<file path="config.mk">
export PLATFORM = sky130hd
export DESIGN_NAME = bitplane_hline_span_fill_unit
export DESIGN_NICKNAME = d
export VERILOG_FILES = /design/src/design/bhsf_pkg.sv /design/src/design/bhsf_ctrl.sv /design/src/design/bhsf_datapath.sv /design/src/design/bitplane_hline_span_fill_unit.sv
export SDC_FILE = /design/constraint.sdc
export NUM_CORES = 1
export LEC_CHECK = 0
export BUFFER_PORTS_ARGS = -buffer_cell sky130_fd_sc_hd__buf_2
export CELL_PAD_IN_SITES_DETAIL_PLACEMENT = 0
export CELL_PAD_IN_SITES_GLOBAL_PLACEMENT = 2
export CORE_ASPECT_RATIO = 2
export CORE_MARGIN = 3
export CORE_UTILIZATION = 30
export CTS_CLUSTER_SIZE = 28
export DETAILED_ROUTE_END_ITERATION = 7
export HOLD_SLACK_MARGIN = 0.12
export PLACE_DENSITY_LB_ADDON = 0.1
export REMOVE_ABC_BUFFERS = 1
export SYNTH_ARGS = -nofsm -noshare
export SYNTH_HDL_FRONTEND = slang
export SYNTH_SLANG_ARGS = --single-unit
</file>
<file path="constraint.sdc">
create_clock -name clk -period 6.87 [get_ports clk]
set_clock_uncertainty 0.15 [all_clocks]
set_input_delay 0.687 -clock clk [delete_from_list [all_inputs] [get_ports clk]]
set_output_delay 0.687 -clock clk [all_outputs]
set_load 0.01 [all_outputs]
</file>
<file path="src/design/bhsf_pkg.sv">
// Package for the bitplane horizontal span fill unit.
// Holds field widths, clamp limits and the controller/datapath interface types.
// Depends on nothing.
package bhsf_pkg;

    localparam int LINE_PIXELS = 320;
    localparam int ROWS        = 200;
    localparam int MAX_RESULTS = 20;

    localparam int COL_W    = 9;
    localparam int ROW_W    = 8;
    localparam int COLOR_W  = 4;
    localparam int ADDR_W   = 24;
    localparam int STRIDE_W = 12;
    localparam int MASK_W   = 16;
    localparam int PROD_W   = ROW_W + STRIDE_W;
    localparam int GRP_W    = COL_W - 4;
    localparam int CFG_IDX_W = 1;

    localparam int COL_CAP   = MAX_RESULTS * 16 - 1;
    localparam int COL_LIMIT = (LINE_PIXELS - 1 < COL_CAP) ? LINE_PIXELS - 1 : COL_CAP;
    localparam int ROW_LIMIT = ROWS - 1;

    localparam logic [CFG_IDX_W-1:0] REG_FRAME_BASE  = 1'b0;
    localparam logic [CFG_IDX_W-1:0] REG_LINE_STRIDE = 1'b1;

    localparam logic [ADDR_W-1:0]   FRAME_BASE_RST  = 24'h000000;
    localparam logic [STRIDE_W-1:0] LINE_STRIDE_RST = 12'd160;

    typedef struct packed {
        logic load;
        logic mul;
        logic base;
        logic step;
    } bhsf_cmd_t;

    typedef struct packed {
        logic last;
    } bhsf_status_t;

endpackage

</file>
<file path="src/design/bhsf_ctrl.sv">
// Controller state machine of the span fill unit.
// Sequences load, multiply, base address and emit steps; uses bhsf_pkg.
module bhsf_ctrl
(
    input  logic                  clk,
    input  logic                  rst_n,
    input  logic                  start,
    input  bhsf_pkg::bhsf_status_t status,
    output bhsf_pkg::bhsf_cmd_t   cmd,
    output logic                  busy,
    output logic                  result_valid
);

    localparam logic [1:0] ST_IDLE = 2'd0;
    localparam logic [1:0] ST_MUL  = 2'd1;
    localparam logic [1:0] ST_BASE = 2'd2;
    localparam logic [1:0] ST_EMIT = 2'd3;

    logic [1:0] state_reg;
    logic [1:0] state_next;

    always_comb
    begin
        state_next = state_reg;
        cmd        = '0;
        unique case (state_reg)
            ST_IDLE:
            begin
                if (start)
                begin
                    cmd.load   = 1'b1;
                    state_next = ST_MUL;
                end
            end
            ST_MUL:
            begin
                cmd.mul    = 1'b1;
                state_next = ST_BASE;
            end
            ST_BASE:
            begin
                cmd.base   = 1'b1;
                state_next = ST_EMIT;
            end
            ST_EMIT:
            begin
                cmd.step = 1'b1;
                if (status.last)
                begin
                    state_next = ST_IDLE;
                end
            end
            default:
            begin
                state_next = ST_IDLE;
            end
        endcase
    end

    always_ff @(posedge clk or negedge rst_n)
    begin
        if (!rst_n)
        begin
            state_reg <= ST_IDLE;
        end
        else
        begin
            state_reg <= state_next;
        end
    end

    assign busy         = (state_reg != ST_IDLE);
    assign result_valid = (state_reg == ST_EMIT);

endmodule

</file>
<file path="src/design/bhsf_datapath.sv">
// Datapath of the span fill unit: configuration registers, span registers,
// row multiplier, address accumulator and edge masks; uses bhsf_pkg.
module bhsf_datapath
(
    input  logic                                  clk,
    input  logic                                  rst_n,
    input  bhsf_pkg::bhsf_cmd_t                   cmd,
    output bhsf_pkg::bhsf_status_t                status,
    input  logic                                  cfg_write,
    input  logic [bhsf_pkg::CFG_IDX_W-1:0]        cfg_index,
    input  logic [bhsf_pkg::ADDR_W-1:0]           cfg_data,
    input  logic [bhsf_pkg::COL_W-1:0]            x_start,
    input  logic [bhsf_pkg::COL_W-1:0]            x_end,
    input  logic [bhsf_pkg::ROW_W-1:0]            row,
    input  logic [bhsf_pkg::COLOR_W-1:0]          color,
    output logic [bhsf_pkg::ADDR_W-1:0]           word_address,
    output logic [bhsf_pkg::MASK_W-1:0]           pixel_mask,
    output logic [bhsf_pkg::COLOR_W-1:0]          plane_color,
    output logic                                  last_group
);

    logic [bhsf_pkg::ADDR_W-1:0]   frame_base_reg;
    logic [bhsf_pkg::STRIDE_W-1:0] line_stride_reg;

    logic [bhsf_pkg::COL_W-1:0]    left_reg;
    logic [bhsf_pkg::COL_W-1:0]    right_reg;
    logic [bhsf_pkg::ROW_W-1:0]    row_reg;
    logic [bhsf_pkg::COLOR_W-1:0]  color_reg;
    logic [bhsf_pkg::PROD_W-1:0]   prod_reg;
    logic [bhsf_pkg::ADDR_W-1:0]   addr_reg;
    logic [bhsf_pkg::GRP_W-1:0]    group_reg;

    logic [bhsf_pkg::COL_W-1:0]    xa_clamp;
    logic [bhsf_pkg::COL_W-1:0]    xb_clamp;
    logic [bhsf_pkg::ROW_W-1:0]    row_clamp;
    logic [bhsf_pkg::GRP_W-1:0]    group_first;
    logic [bhsf_pkg::GRP_W-1:0]    group_last;
    logic [bhsf_pkg::MASK_W-1:0]   left_mask;
    logic [bhsf_pkg::MASK_W-1:0]   right_mask;
    logic                          is_first;
    logic                          is_last;

    localparam logic [bhsf_pkg::COL_W-1:0] COL_MAX = bhsf_pkg::COL_W'(bhsf_pkg::COL_LIMIT);

    always_comb
    begin
        xa_clamp  = (x_start > COL_MAX) ? COL_MAX : x_start;
        xb_clamp  = (x_end > COL_MAX) ? COL_MAX : x_end;
        row_clamp = row;
        if (32'(row) > bhsf_pkg::ROW_LIMIT)
        begin
            row_clamp = bhsf_pkg::ROW_W'(bhsf_pkg::ROW_LIMIT);
        end
    end

    always_ff @(posedge clk or negedge rst_n)
    begin
        if (!rst_n)
        begin
            frame_base_reg  <= bhsf_pkg::FRAME_BASE_RST;
            line_stride_reg <= bhsf_pkg::LINE_STRIDE_RST;
        end
        else if (cfg_write)
        begin
            unique case (cfg_index)
                bhsf_pkg::REG_FRAME_BASE:  frame_base_reg  <= cfg_data;
                bhsf_pkg::REG_LINE_STRIDE: line_stride_reg <= cfg_data[bhsf_pkg::STRIDE_W-1:0];
                default: ;
            endcase
        end
    end

    assign group_first = left_reg[bhsf_pkg::COL_W-1:4];
    assign group_last  = right_reg[bhsf_pkg::COL_W-1:4];

    always_ff @(posedge clk)
    begin
        if (cmd.load)
        begin
            if (xa_clamp <= xb_clamp)
            begin
                left_reg  <= xa_clamp;
                right_reg <= xb_clamp;
            end
            else
            begin
                left_reg  <= xb_clamp;
                right_reg <= xa_clamp;
            end
            row_reg   <= row_clamp;
            color_reg <= color;
        end
        if (cmd.mul)
        begin
            prod_reg  <= bhsf_pkg::PROD_W'(row_reg) * bhsf_pkg::PROD_W'(line_stride_reg);
            group_reg <= group_first;
        end
        if (cmd.base)
        begin
            addr_reg <= frame_base_reg
                      + bhsf_pkg::ADDR_W'(prod_reg)
                      + bhsf_pkg::ADDR_W'({group_first, 3'b000});
        end
        if (cmd.step)
        begin
            addr_reg  <= addr_reg + bhsf_pkg::ADDR_W'(8);
            group_reg <= group_reg + bhsf_pkg::GRP_W'(1);
        end
    end

    assign is_first   = (group_reg == group_first);
    assign is_last    = (group_reg == group_last);
    assign left_mask  = 16'hFFFF >> left_reg[3:0];
    assign right_mask = 16'hFFFF << (4'd15 - right_reg[3:0]);

    assign status.last  = is_last;
    assign word_address = addr_reg;
    assign pixel_mask   = (is_first ? left_mask : 16'hFFFF) & (is_last ? right_mask : 16'hFFFF);
    assign plane_color  = color_reg;
    assign last_group   = cmd.step & is_last;

endmodule

</file>
<file path="src/design/bitplane_hline_span_fill_unit.sv">
// Top level of the bitplane horizontal span fill unit.
// Joins bhsf_ctrl and bhsf_datapath; uses bhsf_pkg.
//
// A request is taken when start is high and busy is low. The unit then
// clamps and orders the endpoints, multiplies the row by the stride, adds
// the base address and then emits one masked write command per cycle from
// the address accumulator, one for each 16-pixel group the span covers
// (1 to 20). Each command is on the outputs for exactly one cycle with
// result_valid high, and the receiver cannot stall it. Write configuration
// registers only while busy is low.
module bitplane_hline_span_fill_unit
(
    input  logic                              clk,
    input  logic                              rst_n,
    input  logic                              start,
    output logic                              busy,
    input  logic                              cfg_write,
    input  logic [bhsf_pkg::CFG_IDX_W-1:0]    cfg_index,
    input  logic [bhsf_pkg::ADDR_W-1:0]       cfg_data,
    input  logic [bhsf_pkg::COL_W-1:0]        x_start,
    input  logic [bhsf_pkg::COL_W-1:0]        x_end,
    input  logic [bhsf_pkg::ROW_W-1:0]        row,
    input  logic [bhsf_pkg::COLOR_W-1:0]      color,
    output logic                              result_valid,
    output logic [bhsf_pkg::ADDR_W-1:0]       word_address,
    output logic [bhsf_pkg::MASK_W-1:0]       pixel_mask,
    output logic [bhsf_pkg::COLOR_W-1:0]      plane_color,
    output logic                              last_group
);

    bhsf_pkg::bhsf_cmd_t    cmd;
    bhsf_pkg::bhsf_status_t status;

    bhsf_ctrl u_ctrl
    (
        .clk          (clk),
        .rst_n        (rst_n),
        .start        (start),
        .status       (status),
        .cmd          (cmd),
        .busy         (busy),
        .result_valid (result_valid)
    );

    bhsf_datapath u_datapath
    (
        .clk          (clk),
        .rst_n        (rst_n),
        .cmd          (cmd),
        .status       (status),
        .cfg_write    (cfg_write),
        .cfg_index    (cfg_index),
        .cfg_data     (cfg_data),
        .x_start      (x_start),
        .x_end        (x_end),
        .row          (row),
        .color        (color),
        .word_address (word_address),
        .pixel_mask   (pixel_mask),
        .plane_color  (plane_color),
        .last_group   (last_group)
    );

endmodule

</file>
==> summary.md, run 1 <==
| Metric | Value |
|---|---|
| Post-synthesis async set-or-reset flop share | `32.5%` |
| Max IR drop VDD | `0.000210 V` |
| Lkg Pwr | `5.23 nW` |
| P_sw | `3.00 mW` |
| Status | `finished, final reports clean` |
| Filler Cell Count | `3676` |
| Min Tclk post-route | `5.37 ns` |
| Antenna violations before repair | `0` |
| Post-CTS Resized | `0` |
| Port buffer count | `105` |
| Via count | `8390` |
| Yosys warns | `0` |
| DRT Wirelength | `32.2 mm` |
| DRC viols | `0` |
| Combinational Power Share | `63.5%` |
| Setup TNS | `0 ns` |
| Core area | `35100 um2` |
| Hold Crit Class | `primary input to asynchronous set/reset pin` |
| Synth Flop Type | `edfxtp_1` |
| IO Count | `106` |
| Die height | `272 um` |
| TritonCTS clock tree | `yes` |
| CP peak stage delay | `0.67 ns` |
| CP Cell Sequence | `and2_1, fa_1, fa_1, inv_1, fa_1, fa_1, inv_1, ha_1, o21a_1, o31a_1, o31ai_1, a211oi_1, nor4b_1, a311oi_1` |
| Post-CTS setup buffers | `0` |
| Dominant cell type by area after synthesis | `edfxtp_1` |
| Slowest-stage cell, CP | `o31ai_1` |
| CTS buffer count | `17` |
| Starting Density | `30.4%` |
| Placed Instances | `1662` |
| Vias in the first global route | `9132` |
| Synth top area share | `22.3%` |
| Antenna-violating nets left | `0` |
| # rows | `97` |
| Vias per cell | `4.95` |
| First-pass GRT wire length | `50.4 mm` |
| Clock buffer depth | `2` |
| P_int | `3.53 mW` |
| CP endpoint kind | `flip-flop` |
| Clock Power Share | `14.1%` |
| Total gr overflow | `0` |
| RSZ-0062 raised after global routing | `no` |
| Sequential element share of the synthesized area | `31.2%` |
| Maxcap violations | `0` |
| Non-filler cells, final | `1694` |
| Reg power frac | `22.4%` |
| Crit path kind | `flip-flop to flip-flop` |
| Critical Path RT | `6.88 ns` |
| Pwr dens | `533 nW/um2` |
| Max-slew violations | `0` |
| Mapped cell area | `10700 um2` |
| Top cells by count, synth | `nand2_1 (155), inv_1 (99), ha_1 (91)` |
| Yosys cell types | `66` |
| Crit start category | `flip-flop` |
| Largest net degree at the start of global routing | `57` |
| Cells after Synth | `1152` |
| Worst-path clk slew | `0.06 ns` |
| Most common cell on crit path | `fa_1` |
| Final #Nets | `1452` |
| Max-slew headroom | `22.4%` |
| Share of cells above drive strength 1 | `14.4%` |
| CTS root buf | `clkbuf_16` |
| Cts hold-fix bufs | `0` |
| Switching Share | `45.9%` |
| Final period utilization | `78.2%` |
| Yosys reg bits | `117` |
| Die width | `139 um` |
| Slew @ Worst Pin | `1.16 ns` |
| CP max FO | `12` |
| FMAX | `186 MHz` |
| WL/cell | `19.0 um` |
| H-Tree Depth | `4` |
| DR pass1 iterations | `4` |
| Synth area leaders | `edfxtp_1 (22%), fa_1 (12%), ha_1 (11%)` |
| Area Overhead vs Synth | `14.8%` |
| Routability cong. | `0.763` |
| Final Hold Fails | `0` |
| Sink count of the clock tree | `117` |
| Number of flops mapped to enable cells by yosys | `79` |
| Final setup violation count | `0` |
| Avg Inst Size Synth | `9.24 um2` |
| CP arrival | `5.38 ns` |
| Most common cell in the netlist | `nand2_1` |
| Clk_lat worst skew | `0.44 ns` |
| Die area | `37900 um2` |
| Drt initial violations | `245` |
| Number of diodes | `0` |
| Total GRT Usage | `17.4%` |
| Post-detail-place hpwl | `26.7 mm` |
cell usage in the layout, fill, tap and decap left out, drive strengths merged, types with 16 or more instances in the layout:
cell type  netlist  layout
ha              91      91
dfrtp           36      36
nor3            38      38
xnor2           36      36
nor2b           18      18
nor2            50      50
a211oi          22      22
edfxtp          79      79
clkbuf          41      25
a21oi           56      56
nand3           33      33
o31ai           16      16
buf              8     114
o21ai           43      43
inv             99      99
and2            86      86
nand2          155     155
fa              66      66
kinds of logic after synthesis:
family	synth area share, %
AOI/OAI and AO/OA	13.0
xor gates and xnor gates	3.95
adders and majority gates	23.1
buffers and inverters	5.25
DFF	31.2
muxes	1.67
and+or+nand+nor	21.8
power by group through the flow:
stage / Sequential (mW) / Clock [mW] / Combinational [mW]
6_report: 1.46 / 0.922 / 4.14
5_1_grt: 1.50 / 0.978 / 4.80
4_1_cts: 1.47 / 0.951 / 4.26
3_5_place_dp: 1.48 / 0 / 4.23
3_3_place_gp: 1.48 / 0 / 4.23
2_1_floorplan: 1.44 / 0 / 3.14
area by class of cell:
| type | count | area, um2 | area share (%) |
|---|---|---|---|
| repair buffers | 114 | 593 | 4.85 |
| inverters | 99 | 372 | 3.04 |
| well taps | 445 | 557 | 4.55 |
| clock inverters | 7 | 93.8 | 0.767 |
| multi-input cells | 887 | 6780 | 55.5 |
| flip-flops and latches | 117 | 3330 | 27.2 |
| clock buffers | 25 | 505 | 4.13 |
final timing paths:
check	cells after the start	startpoint	to	slack [ns]
setup reg to reg	14	u_datapath.row_reg[4]$_SDFFCE_PN0P_	u_datapath.prod_reg[19]$_DFFE_PP_	1.50
setup / recovery	14	u_datapath.row_reg[4]$_SDFFCE_PN0P_	u_datapath.prod_reg[19]$_DFFE_PP_	1.50
max in group asynchronous	2	rst_n	u_datapath.frame_base_reg[18]$_DFFE_PN0P_	5.98
min in group clk	1	color[1]	u_datapath.plane_color[1]$_DFFE_PP_	0.27
hold / removal	2	rst_n	u_datapath.frame_base_reg[1]$_DFFE_PN0P_	0.18
hold reg to reg	2	u_datapath.frame_base_reg[2]$_DFFE_PN0P_	u_datapath.frame_base_reg[2]$_DFFE_PN0P_	0.33
stage by stage:
step | cell area [um2] | setup slack (ns) | util [%] | power (mW) | hold slack (ns)
after global routing | 12200 | 1.18 | 34.9 | 7.27 | 0.219
after floorplan | 10500 | 2.29 | - | 4.57 | 0.241
final | 12200 | 1.50 | 34.9 | 6.52 | 0.182
after CTS | 12200 | 1.42 | 34.9 | 6.68 | 0.192
after global placement | 11600 | 1.47 | 33.2 | 5.71 | 0.313
after detailed placement | 11600 | 1.44 | 33.2 | 5.71 | 0.319
worst max-delay path: cells and delay by family, from the launching register on:
kind | cells | cell delay, ns
adder cells (fa/ha/maj) | 5 | 2.33
flip-flops | 1 | 0.59
AO/OA/AOI/OAI | 5 | 1.35
AND/OR/NAND/NOR | 2 | 0.57
buffers and inverters | 2 | 0.09
metal layers:
layer	wire, um	vias to the layer above	part of all wire (%)	track usage [%]
met2	20500	152	64	38.4
met3	660	49	2.0	2.35
li1	-	4167	-	-
met1	10200	4022	32	14.7
met5	0	-	0	0
met4	898	0	2.8	6.44
Power figures use the tool's default switching activity.
==> run 2, diff against run 1 <==
Clock period 6.87 ns to 4.95 ns, I/O delays scaled along.
==> run 2 against run 1 <==
- cell count is 3.7% higher
- largest cell class unchanged
- fmax increased by 11%
- via count is 2.8% higher
- final area up 4.9%
- power increased by 51%
- register-to-register slack lost 1.4 ns
- sequential share of layout area is 1.3 points lower
- sequential power grew 38%
- utilization increased by 1.7 points
- worst setup slack worse by 1.4 ns
- die area unchanged
- largest power group unchanged
==> summary.md, run 2 (synthesis gave the netlist of run 1 again) <==
| Metric | Value |
|---|---|
| Status | `finished, final reports clean` |
| Antenna violations before repair | `0 (unchanged)` |
| Number of diodes | `0 (unchanged)` |
| Setup WS pre-CTS | `-0.0382 ns (-1.48 ns)` |
| Pwr dens | `769 nW/um2 (+44%)` |
| Filler Cell Count | `3695 (+0.52%)` |
| Final Instance Area | `12800 um2 (+4.9%)` |
| TritonCTS clock tree | `yes` |
| Final Util | `36.6% (+1.7 points)` |
| Total GRT Usage | `17.8% (+0.45 points)` |
| CP arrival | `4.87 ns (-0.51 ns)` |
| DR pass1 iterations | `4 (unchanged)` |
| Min Tclk post-route | `4.82 ns (-0.552 ns)` |
| Max-slew headroom | `29.1% (+6.6 points)` |
| Clock buffer depth | `2 (unchanged)` |
| Vias per cell | `4.91 (-0.87%)` |
| Sink count of the clock tree | `117 (unchanged)` |
| Final period utilization | `97.3% (+19 points)` |
| Maxcap violations | `0 (unchanged)` |
| Crit path kind | `flip-flop to flip-flop` |
| DRC viols | `0 (unchanged)` |
| Vias in the first global route | `9251 (+1.3%)` |
| Routability cong. | `0.771 (+1.2%)` |
| Slew @ Worst Pin | `1.06 ns (-0.0986 ns)` |
| Final Hold Fails | `0 (unchanged)` |
| FMAX | `208 MHz (+11%)` |
| CTS root buf | `clkbuf_16` |
| CP endpoint kind | `flip-flop` |
| Register area | `3330 um2 (about the same)` |
| First-pass GRT wire length | `51.6 mm (+2.4%)` |
| Placed Area | `11900 um2 (+2.6%)` |
| Core area | `35100 um2 (unchanged)` |
| Lkg Pwr | `5.52 nW (+5.5%)` |
| WL/cell | `19.0 um (-0.32%)` |
| Critical Path RT | `5.00 ns (-1.88 ns)` |
| Area of the multi-input gates | `6860 um2 (+1.1%)` |
| Hold Crit Class | `primary input to flip-flop` |
| Final setup violation count | `0 (unchanged)` |
| Final #Nets | `1515 (+4.3%)` |
| IO Count | `106 (unchanged)` |
| Die width | `139 um (unchanged)` |
| Area Overhead vs Synth | `20.5%` |
| Leading cell types in the layout, fill and taps excluded | `nand2_1 (155), buf_2 (105), inv_1 (99)` |
| Worst-path clk slew | `0.06 ns (about the same)` |
| Max IR drop VDD | `0.000356 V (+69%)` |
| CP max FO | `7 (-5)` |
| Max-slew violations | `0 (unchanged)` |
| Clk_lat worst skew | `0.44 ns (about the same)` |
| Post-detail-place hpwl | `27.7 mm (+3.8%)` |
| DRT Wirelength | `33.3 mm (+3.4%)` |
| Antenna-violating nets left | `0 (unchanged)` |
| # rows | `97 (unchanged)` |
| Starting Density | `30.4% (unchanged)` |
| Die height | `272 um (unchanged)` |
| Fin worst setup slack | `0.132 ns (-1.37 ns)` |
| Die area | `37900 um2 (unchanged)` |
| Commonest non-fill, non-tap cell in the layout | `nand2_1` |
| Drt initial violations | `263 (+7.3%)` |
| Largest net degree at the start of global routing | `57 (unchanged)` |
| H-Tree Depth | `4 (unchanged)` |
| Crit start category | `flip-flop` |
| CTS buffer count | `17 (unchanged)` |
| Total gr overflow | `0 (unchanged)` |
| Port buffer count | `105 (unchanged)` |
| Via count | `8626 (+2.8%)` |
| Share of cells above drive strength 1 | `18.1% (+3.7 points)` |
[run 2: per-layer routing]
layer | wire length, um | GRT usage (%) | vias to the layer above
li1 | - | - | 4299
met1 | 10400 | 14.9 | 4160
met2 | 21400 | 40.0 | 131
met3 | 626 | 2.02 | 36
met4 | 893 | 6.52 | 0
met5 | 0 | 0 | -
[run 2: final cells by class]
cell class	instances	area share [%]
multi-input combinational	887	53.5
clock buffer	19	3.54
tap	445	4.34
timing repair buffer	177	8.70
sequential	117	25.9
inverter	99	2.90
clock inverter	13	1.15
[run 2: critical path, cell delays in order (launching register included)]
cell      delay (ns)
edfxtp_1        0.53
and2_4          0.23
fa_1            0.55
fa_1            0.44
fa_1            0.54
inv_1           0.05
fa_1            0.52
inv_1           0.04
ha_1            0.33
and4_2          0.28
o21a_1          0.14
o31ai_2         0.06
buf_4           0.17
a211oi_4        0.26
mux2i_1         0.22
nand2_1         0.06
[run 2: timing repair]
| item | CTS | global route |
|---|---|---|
| hold endpoints to repair | 20 | 0 |
| setup endpoints to repair | 4 | 6 |
| hold buffers | 20 | 0 |
| setup buffers | 1 | 2 |
| pin swaps | 0 | 1 |
| gates resized for setup | 2 | 15 |
[run 2: power breakdown]
| part | internal [mW] | total [mW] | switching (mW) |
|---|---|---|---|
| logic | 2.89 | 6.58 | 3.69 |
| registers | 1.71 | 2.01 | 0.298 |
| clock network | 0.775 | 1.28 | 0.502 |
[run 2: stage by stage]
stage	hold slack (ns)	setup TNS [ns]	cells	power, mW
2_1_floorplan	0.0494	0	1103	6.34
3_3_place_gp	0.316	0	1702	8.38
3_5_place_dp	0.320	-0.0668	1702	8.40
4_1_cts	0.127	-0.0160	1755	9.80
5_1_grt	0.146	-0.0121	1757	10.9
6_report	0.139	0	1757	9.86
[run 2: final timing paths]
path | start | endpoint | slack [ns] | depth (start not counted)
worst min-delay path | cfg_data[3] | u_datapath.frame_base_reg[3]$_DFFE_PN0P_ | 0.14 | 3
max in group asynchronous | rst_n | u_datapath.line_stride_reg[3]$_DFFE_PN0P_ | 3.33 | 2
worst max-delay path | u_datapath.row_reg[4]$_SDFFCE_PN0P_ | u_datapath.prod_reg[17]$_DFFE_PP_ | 0.13 | 15
worst max register to register | u_datapath.row_reg[4]$_SDFFCE_PN0P_ | u_datapath.prod_reg[17]$_DFFE_PP_ | 0.13 | 15
worst min register to register | u_datapath.frame_base_reg[17]$_DFFE_PN0P_ | u_datapath.frame_base_reg[17]$_DFFE_PN0P_ | 0.33 | 2
min in group asynchronous | rst_n | u_datapath.frame_base_reg[1]$_DFFE_PN0P_ | 0.62 | 2
==> run 3, diff against run 2 <==
Settings changed: ABC_AREA set to 1.
==> run 3 against run 2 <==
- global-route usage rose by 0.16 points
- combinational power fell by 22%
- final area is 1.2% lower
- worst setup slack better by 0.19 ns
- area after synthesis increased by 2.8%
- die area increased by 2.7%
- first-iteration DRC count grew 26%
- register-to-register slack improved by 0.19 ns
- sequential share of layout area rose by 0.31 points
- clock power hardly changed
- power down 15%
- largest cell class unchanged
- largest power group unchanged
- highest routed layer unchanged
==> summary.md, run 3 <==
| Metric | Value |
|---|---|
| Sequential element share of the synthesized area | `30.4% (-0.85 points)` |
| Worst setup path endpoint | `u_datapath.prod_reg[19]$_DFFE_PP_` |
| Filler Cell Count | `3903 (+5.6%)` |
| CP Cell Sequence | `nand2_1, inv_1, fa_1, fa_1, inv_1, fa_1, fa_1, inv_1, ha_1, nand2_1, o21ai_1, nand2_1, nand2_1, nand2_1, nand2_1, nand2_1, nand3b_1, nand2_1` |
| Pwr dens | `660 nW/um2 (-14%)` |
| Synth area leaders | `edfxtp_1 (22%), nand2_1 (15%), fa_1 (12%)` |
| # rows | `98 (+1.0%)` |
| Post-detail-place hpwl | `28.7 mm (+3.7%)` |
| CP endpoint kind | `flip-flop` |
| Number of flops mapped to enable cells by yosys | `79 (unchanged)` |
| Max-slew headroom | `27.4% (-1.6 points)` |
| Port buffer count | `105 (unchanged)` |
| Routability cong. | `0.857 (+11%)` |
| Status | `finished, final reports clean` |
| Grt met1 use | `16.1% (+1.2 points)` |
| Cells after Synth | `1445 (+25%)` |
| First-pass GRT wire length | `53.4 mm (+3.4%)` |
| Area Overhead vs Synth | `15.8%` |
| Final period utilization | `93.5% (-3.9 points)` |
| Final Util | `35.3% (-1.3 points)` |
| Clk_lat worst skew | `0.45 ns (about the same)` |
| IO Count | `106 (unchanged)` |
| Critical path launch point | `u_datapath.row_reg[2]$_SDFFCE_PN1P_` |
| Die area | `39000 um2 (+2.7%)` |
| Slew @ Worst Pin | `1.09 ns (+0.0314 ns)` |
| Commonest non-fill, non-tap cell in the layout | `nand2_1` |
| Leading cell types in the layout, fill and taps excluded | `nand2_1 (441), inv_1 (312), buf_2 (105)` |
| Critical Path RT | `5.00 ns (about the same)` |
| Share of cells above drive strength 1 | `13.0% (-5.1 points)` |
| Total GRT Usage | `18.0% (+0.16 points)` |
| H-Tree Depth | `4 (unchanged)` |
| Reg-to-Reg Start | `u_datapath.row_reg[2]$_SDFFCE_PN1P_` |
| DRT Wirelength | `33.7 mm (+1.2%)` |
| Synth Flop Type | `edfxtp_1` |
| Mapped cell area | `10900 um2 (+2.8%)` |
| Yosys reg bits | `117 (unchanged)` |
| Sink count of the clock tree | `117 (unchanged)` |
| Worst-path clk slew | `0.06 ns (about the same)` |
| TritonCTS clock tree | `yes` |
| DRC viols | `0 (unchanged)` |
| Post-synthesis async set-or-reset flop share | `32.5% (unchanged)` |
| Most common cell in the netlist | `nand2_1` |
| R2R Setup Slk | `0.32 ns (+0.19 ns)` |
| Final setup violation count | `0 (unchanged)` |
| Worst R2R End | `u_datapath.prod_reg[19]$_DFFE_PP_` |
| Clock buffer depth | `2 (unchanged)` |
| Avg Inst Size Synth | `7.58 um2 (-18%)` |
| Yosys cell types | `40 (-39%)` |
| Antenna violations before repair | `0 (unchanged)` |
| GR Util met2 | `37.9% (-2.1 points)` |
| DR pass1 iterations | `6 (+2)` |
| Top cells by count, synth | `nand2_1 (441), inv_1 (312), ha_1 (91)` |
| CP max FO | `12 (+5)` |
| Slowest-stage cell, CP | `edfxtp_1` |
| CP arrival | `4.68 ns (-0.19 ns)` |
| Lkg Pwr | `6.85 nW (+24%)` |
| CTS root buf | `clkbuf_16` |
| Drt initial violations | `331 (+26%)` |
| Dominant cell type by area after synthesis | `edfxtp_1` |
| RSZ-0062 raised after global routing | `no` |
| Total gr overflow | `0 (unchanged)` |
| Max IR drop VDD | `0.000315 V (-12%)` |
| Vias in the first global route | `9852 (+6.5%)` |
| FMAX | `216 MHz (+4.1%)` |
| Met3 GRT Util | `1.92% (-0.099 points)` |
| Final Hold Fails | `0 (unchanged)` |
| Min Tclk post-route | `4.63 ns (-0.191 ns)` |
| Die width | `141 um (+1.3%)` |
| CP peak stage delay | `0.62 ns (+0.07 ns)` |
| Via count | `9211 (+6.8%)` |
| Antenna-violating nets left | `0 (unchanged)` |
| Final #Nets | `1772 (+17%)` |
| Hold Crit Class | `primary input to flip-flop` |
| WL/cell | `16.7 um (-12%)` |
| Post-CTS Resized | `0 (-2)` |
| Most common cell on crit path | `nand2_1` |
| Setup TNS | `0 ns (unchanged)` |
| Max-slew violations | `0 (unchanged)` |
| Synth top area share | `21.7% (-0.61 points)` |
| CTS buffer count | `17 (unchanged)` |
| Crit path kind | `flip-flop to flip-flop` |
| Number of diodes | `0 (unchanged)` |
| Maxcap violations | `0 (unchanged)` |
| Reg2Reg Depth | `18 (+3)` |
| Largest net degree at the start of global routing | `40 (-30%)` |
| Starting Density | `30.5% (+0.11 points)` |
| Yosys warns | `0 (unchanged)` |
| Core area | `35900 um2 (+2.4%)` |
| Die height | `276 um (+1.4%)` |
| Vias per cell | `4.56 (-7.1%)` |
| Crit start category | `flip-flop` |
| GRT Max-Usage Layer | `met2` |
-- run 3: changes by cell type after synthesis, moves of 14 or more --
cell / previous run / this run
nand2b_1: 14 / 0
nand2_1: 155 / 441
nor2_1: 49 / 74
inv_1: 99 / 312
nand3_1: 33 / 57
and2_1: 86 / 3
xnor2_1: 36 / 12
a211oi_1: 22 / 0
o21ai_1: 1 / 16
nor2b_1: 18 / 0
nor3_1: 36 / 13
o21ai_0: 42 / 58
a21oi_1: 56 / 42
-- run 3: what timing repair did --
item	in CTS	in global routing
setup endpoints to repair	0	2
hold buffers	14	0
endpoints found under the hold margin	24	0
setup buffers	0	2
-- run 3: power by group --
part | total (mW) | switching, mW | internal, mW
Clock | 1.25 | 0.521 | 0.725
Combinational | 5.13 | 3.36 | 1.77
Sequential | 1.99 | 0.339 | 1.65
-- run 3: stage by stage --
stage	setup slack [ns]	instances	power [mW]	area [um2]	hold WS, ns
after floorplan	0.723	1408	5.50	10800	0.0494
after global placement	0.331	1971	7.25	11900	0.320
after detailed placement	0.250	1971	7.27	11900	0.328
after CTS	0.258	2017	8.57	12700	0.122
after global routing	0.0386	2019	9.30	12700	0.143
final	0.323	2019	8.37	12700	0.142
-- run 3: cell families (layout without fill, tap and decap cells) --
kind of cell | count (synthesis) | after routing | share of synthesized area (%)
AND/OR/NAND/NOR | 640 | 640 | 24.8
buffers and inverters | 357 | 481 | 12.4
adder cells (fa/ha/maj) | 157 | 157 | 22.5
AO/OA/AOI/OAI | 134 | 134 | 6.61
flip-flops | 117 | 117 | 30.4
XOR/XNOR | 31 | 31 | 2.48
multiplexers | 9 | 9 | 0.926
-- run 3: final cells by class --
type                       count  area (um2)  share of cell area (%)
sequential                   117        3330                    26.2
multi-input combinational    971        6270                    49.4
tap                          450         563                    4.44
clock buffer                  19         454                    3.58
timing repair buffer         129         741                    5.84
inverter                     320        1200                    9.49
clock inverter                13         124                   0.977
-- run 3: routing by layer --
metal  wire, um  up-vias
li1           -     4665
met1      10900     4337
met2      20600      154
met3        711       55
met4       1470        0
met5          0        -
-- run 3: critical path, delay by kind of cell, from the launching register on --
family                   cells  cell delay, ns
buffers and inverters        3            0.15
AO/OA/AOI/OAI                1            0.22
adder cells (fa/ha/maj)      5            2.27
flip-flops                   1            0.62
AND/OR/NAND/NOR              9            0.98
-- run 3: how the worst min path moves through the flow --
stage | start | to | slack (ns) | cells after the start
after floorplan | rst_n | u_ctrl.state_reg[0]$_DFFE_PN0P_ | 0.05 | 0
after global placement | u_datapath.frame_base_reg[1]$_DFFE_PN0P_ | u_datapath.frame_base_reg[1]$_DFFE_PN0P_ | 0.32 | 2
after detailed placement | u_datapath.frame_base_reg[1]$_DFFE_PN0P_ | u_datapath.frame_base_reg[1]$_DFFE_PN0P_ | 0.33 | 2
after CTS | cfg_data[13] | u_datapath.frame_base_reg[13]$_DFFE_PN0P_ | 0.12 | 2
after global routing | cfg_data[17] | u_datapath.frame_base_reg[17]$_DFFE_PN0P_ | 0.14 | 2
final | cfg_data[13] | u_datapath.frame_base_reg[13]$_DFFE_PN0P_ | 0.14 | 2
